[config.mk]
export PLATFORM = sky130hd
export DESIGN_NAME = swft_cell
export DESIGN_NICKNAME = d
export VERILOG_FILES = /design/src/assert_macros.svh /design/src/swft_pkg.sv /design/src/swft_cell.sv
export SDC_FILE = /design/constraint.sdc
export NUM_CORES = 1
export LEC_CHECK = 0
export ABC_CLOCK_PERIOD_IN_PS = 18130
export BUFFER_PORTS_ARGS = -buffer_cell sky130_fd_sc_hd__buf_2
export CAP_MARGIN = 40
export CELL_PAD_IN_SITES_DETAIL_PLACEMENT = 1
export CELL_PAD_IN_SITES_GLOBAL_PLACEMENT = 1
export CORE_AREA = 2 2 171 173
export DETAILED_ROUTE_END_ITERATION = 6
export DIE_AREA = 0 0 173 175
export PLACE_DENSITY_LB_ADDON = 0.08
export SYNTH_ARGS = -nofsm -noshare
export SYNTH_HDL_FRONTEND = slang
export SYNTH_SLANG_ARGS = --single-unit
[constraint.sdc]
create_clock -name clock -period 18.13 [get_ports clock]
set_input_delay 1.813 -clock clock [delete_from_list [all_inputs] [get_ports clock]]
set_output_delay 1.813 -clock clock [all_outputs]
set_load 0.005 [all_outputs]
[src/assert_macros.svh]
// assertion macros shared by the table rtl
`ifndef ASSERT_MACROS_SVH
`define ASSERT_MACROS_SVH

// expression must hold on every clock edge out of reset
`define SWFT_ASSERT_ALWAYS(label, clk, rst, expr) \
   label: assert property (@(posedge clk) disable iff (rst) (expr)) \
      else $error("assertion failed: invariant");

// consequent must hold in the cycle after the antecedent
`define SWFT_ASSERT_NEXT(label, clk, rst, ante, cons) \
   label: assert property (@(posedge clk) disable iff (rst) (ante) |=> (cons)) \
      else $error("assertion failed: next-cycle check");

`endif

[src/swft_pkg.sv]
// types, constants and helpers of the sorted word frequency table
package swft_pkg;

   localparam int TABLE_DEPTH = 256;
   localparam int KEY_BITS    = 120;
   localparam int KEY_BYTES   = 15;
   localparam int COUNT_BITS  = 32;

   localparam logic CMD_ADD  = 1'b0;
   localparam logic CMD_READ = 1'b1;

   localparam logic [2:0] ST_COUNTED    = 3'd0;
   localparam logic [2:0] ST_INSERTED   = 3'd1;
   localparam logic [2:0] ST_DROPPED    = 3'd2;
   localparam logic [2:0] ST_READ_OK    = 3'd3;
   localparam logic [2:0] ST_RANK_EMPTY = 3'd4;

   typedef enum logic [1:0] {
      S_IDLE,
      S_CMP,
      S_UPD
   } state_type;

   typedef struct packed {
      logic        command;
      logic [63:0] key_hi;
      logic [55:0] key_lo;
      logic [7:0]  rank;
   } req_payload_type;

   typedef struct packed {
      logic [2:0]  status;
      logic [63:0] word_hi;
      logic [55:0] word_lo;
      logic [31:0] word_count;
      logic [7:0]  position;
      logic [8:0]  distinct_words;
   } rsp_payload_type;

   // control from the sequencer to every cell
   typedef struct packed {
      logic capture;
      logic bump;
      logic insert;
   } cell_ctrl_type;

   // what a cell shows its right-hand neighbor
   typedef struct packed {
      logic                  valid;
      logic                  lt;
      logic [KEY_BITS-1:0]   key;
      logic [COUNT_BITS-1:0] count;
   } cell_view_type;

   // per-cell match flags seen by the result collector
   typedef struct packed {
      logic eq;
      logic hit;
      logic boundary;
   } cell_flag_type;

   // clear every byte after the first zero byte, string style
   function automatic logic [KEY_BITS-1:0] canon_key(input logic [KEY_BITS-1:0] raw);
      logic [KEY_BITS-1:0] res;
      logic                alive;
      res   = raw;
      alive = 1'b1;
      for (int b = 0; b < KEY_BYTES; b++) begin
         if (!alive) begin
            res[KEY_BITS-1-8*b -: 8] = 8'h00;
         end else if (raw[KEY_BITS-1-8*b -: 8] == 8'h00) begin
            alive = 1'b0;
         end
      end
      return res;
   endfunction

endpackage

[src/swft_cell.sv]
// one cell of the sorted chain: a word, its count and its compare flags
module swft_cell #(
   parameter int CELL_INDEX = 0
) (
   input  logic                                 clock,
   input  logic                                 reset,
   input  swft_pkg::cell_ctrl_type              ctrl,
   input  logic [swft_pkg::KEY_BITS-1:0]        req_key,
   input  logic [7:0]                           req_rank,
   input  swft_pkg::cell_view_type              prev,
   output swft_pkg::cell_view_type              view,
   output swft_pkg::cell_flag_type              flag
);

   localparam bit         RANK_REACH = (CELL_INDEX < 256);
   localparam logic [7:0] RANK_MATCH = 8'(CELL_INDEX);

   logic                                valid_ff;
   logic [swft_pkg::KEY_BITS-1:0]       key_ff;
   logic [swft_pkg::COUNT_BITS-1:0]     count_ff;
   logic                                lt_ff;
   logic                                eq_ff;
   logic                                hit_ff;
   logic                                boundary;

   // first cell not below the key: the match or the insertion slot
   assign boundary = !lt_ff && prev.lt;

   always_ff @(posedge clock) begin
      if (reset) begin
         valid_ff <= 1'b0;
         lt_ff    <= 1'b0;
         eq_ff    <= 1'b0;
         hit_ff   <= 1'b0;
      end else begin
         if (ctrl.capture) begin
            lt_ff  <= valid_ff && (key_ff < req_key);
            eq_ff  <= valid_ff && (key_ff == req_key);
            hit_ff <= valid_ff && RANK_REACH && (req_rank == RANK_MATCH);
         end
         if (ctrl.insert && !lt_ff) begin
            if (prev.lt) begin
               valid_ff <= 1'b1;
            end else begin
               valid_ff <= prev.valid;
            end
         end
      end
   end

   always_ff @(posedge clock) begin
      if (ctrl.bump && eq_ff && (count_ff != '1)) begin
         count_ff <= count_ff + 1'b1;
      end else if (ctrl.insert && !lt_ff) begin
         if (prev.lt) begin
            key_ff   <= req_key;
            count_ff <= swft_pkg::COUNT_BITS'(1);
         end else begin
            key_ff   <= prev.key;
            count_ff <= prev.count;
         end
      end
   end

   assign view.valid    = valid_ff;
   assign view.lt       = lt_ff;
   assign view.key      = key_ff;
   assign view.count    = count_ff;
   assign flag.eq       = eq_ff;
   assign flag.hit      = hit_ff;
   assign flag.boundary = boundary;

endmodule

==> results.cfg <==
[critical_path]
slowest_delay_ns = 0.23
critPathCaptureType = primary output
reg2regPathDepth = 9
path_max_fanout = 30
r2r_start = count_ff[3]
timing.setup.critical_path_class = input port to primary output
r2r_slack_ns = 14.45
crit_arrival_ns = 2.35
crit_chain = buf_6 -> nor2b_1 -> buf_2
cp_top_family = buffers and inverters
path_depth = 3
timing.rr.end = key_ff[71]
crit_buf_inv = 2
startpoint_type = input port
critPathRequiredTime_ns = 16.32
critPathSlowestCell = buf_6

[clock_tree]
cts_tree = done
cts_sinks = 156
cts_buffers = 17
post-cts-setup-buffers = 0
path_clk_slew_ns = 0.07
clock_path_buffers = 2
htree_levels = 4
root_buffer = clkbuf_16
cts_resized = 0
clock_latency_ns = 0.44
cts.hold.buffers_added = 0

[global_route]
grt_pass1_vias = 9208
grt_usage = 0.224
overflow = 0
antenna_found_initial = 9
grt_pass1_wl_mm = 52.2
grt_max_degree = 64

[synthesis]
netlist.area_leader.share = 0.445
syn_area_per_cell_sq_um = 11.3
async_reset_ff_frac = 0
synth_ff_type = edfxtp_1
synth_enable_flop_cells = 152
syn_nets = 1316
synth_warnings = 0
synthTopCellsByArea = edfxtp_1 44%, ha_1 15%, mux2_2 13%
ys_seq_area_frac = 0.453
synth_area_sq_mm = 0.0103
synth_commonest_cells = 152 x edfxtp_1, 129 x inv_1, 121 x ha_1
synth.most_common_cell = edfxtp_1
synth_cells = 908
ys_ff_latch = 156
synth_cell_types = 48
synth.largest_area_cell = edfxtp_1

[power_and_ir_drop]
intPower_w = 0.000746
swShare = 0.275
p_seq_frac = 0.438
power.density_mw_per_mm2 = 76.1
p_leak_nw = 6.35
power.switching_w = 0.000283
p_clk_frac = 0.371
ir_drop_uv = 54.3
pwr-share-comb = 0.191

[status]
status = finished clean

[die]
die_h_microns = 175
rows = 62
start_util = 0.361
coreArea_sq_mm = 0.0284
dieWidth_microns = 173
die_area_sq_mm = 0.0303
io_pins = 444

[sta]
setup_tns_ns = 0
finalMaxSlewViolations = 0
rsz0062_at_grt = false
relSlewSlack = 0.502
fin_crit_ns = 4.17
worst_pin_slew_ns = 0.747
hold_viol_final = 0
period_share = 0.230
finalSetupViolations = 0
fmax_ghz = 0.240
fin_skew_ns = 0.0128

[layout]
syn_to_final_growth_pct = 31.8
drive_gt1_frac = 0.444
design_area_sq_mm = 0.0135
nets = 1755
layout.cells.non_filler = 1750

[route]
wl_per_cell_microns = 19.5
via_per_inst = 4.94
wirelength_mm = 34.2
drt_iter0_drc = 341
first_pass_iters = 5
ant_nets = 0
vias = 8638
drc = 0

[place]
io_buffers = 443
post_dp_cell_area_sq_mm = 0.0129
gp_congestion = 0.837
post-place-cells = 1712
dp_hpwl_mm = 27.6

[worst_hold_path]
hold_path.class = register to register
hold_start = hit_ff
holdPathEnd = hit_ff
hold_depth = 2

[job]
cap_violations = 0
==> flip-flops by register name, indices dropped and copies added (netlist names) <==
signal    count
key_ff      120
valid_ff      1
lt_ff         1
count_ff     32
eq_ff         1
hit_ff        1
==> how the worst max path moves through the flow <==
stage	from	to	slack, ns
after floorplan	ctrl[1]	key_ff[0]	10.21
after global placement	prev[152]	flag[0]	13.95
after detailed placement	req_key[69]	eq_ff	13.80
after CTS	prev[152]	flag[0]	13.96
after global routing	prev[152]	flag[0]	13.92
final	prev[152]	flag[0]	13.96
==> worst register-to-register path, cell delays in order, from the launching register on <==
cell and delay [ns]:
edfxtp_1 0.42, and3_1 0.22, and3_1 0.20, and4_1 0.49, nand4_4 0.20, o311ai_4 0.31, nor2b_4 0.18, buf_4 0.57
buf_4 0.38, buf_16 0.32
==> power groups by stage <==
stage | Clock, W | Combinational [W] | Sequential [W]
after CTS | 0.000392 | 0.000200 | 0.000450
final | 0.000382 | 0.000196 | 0.000450
after floorplan | 0 | 0.0000980 | 0.000460
after global routing | 0.000402 | 0.000222 | 0.000454
after detailed placement | 0 | 0.000198 | 0.000458
after global placement | 0 | 0.000193 | 0.000457
==> through the flow <==
step / util / power (W) / hold WS, ns / worst slack [ns]
2_1_floorplan: - / 0.000558 / 0.439 / 10.21
3_3_place_gp: 0.453 / 0.000650 / 0.454 / 13.95
3_5_place_dp: 0.455 / 0.000656 / 0.465 / 13.80
4_1_cts: 0.476 / 0.00104 / 0.477 / 13.96
5_1_grt: 0.476 / 0.00108 / 0.524 / 13.92
6_report: 0.476 / 0.00103 / 0.471 / 13.96
==> layout make-up <==
cell class	count	area [sq um]
fillers	3288	14900
multi-input cells	592	4970
flip-flops and latches	156	4640
repair buffers	451	2320
inverters	129	484
well taps	384	480
clock buffers	18	429
clock inverters	14	170
diodes	6	15.0
==> layout by cell type (no fill, tap or decap), drive strengths merged, types with 2 or more instances in the layout <==
master,instances
a32o,2
clkinv,7
edfxtp,152
diode,6
and4,5
nor4,8
bufinv,3
nor2b,5
xnor2,9
o221ai,2
o21bai,2
o211ai,2
o21ai,48
nand2,43
clkinvlp,2
inv,131
nand3b,29
nand4,28
buf,451
a221oi,5
nand3,23
and2,4
mux2,120
dfxtp,4
a21o,4
nor3,5
and3,9
a21oi,53
a211oi,4
nand2b,3
a2111oi,2
ha,121
or3,2
xor2,21
nor2,23
o2111ai,2
clkbuf,18
==> routing by layer <==
metal  wire, microns  vias to the layer above  track usage
li1                -                     4201            -
met1           13600                     4130        0.256
met2           17400                      275        0.402
met3            2580                       28       0.0731
met4             546                        4       0.0586
met5              27                        -            0
==> logic make-up after synthesis <==
kind of cell	share of synthesized area
simple gates	0.102
buf+inv	0.0635
flops	0.453
compound gates	0.0769
fa+ha+maj	0.148
mux	0.132
xor+xnor	0.0256
No activity file was read; power rests on OpenSTA's default activity.
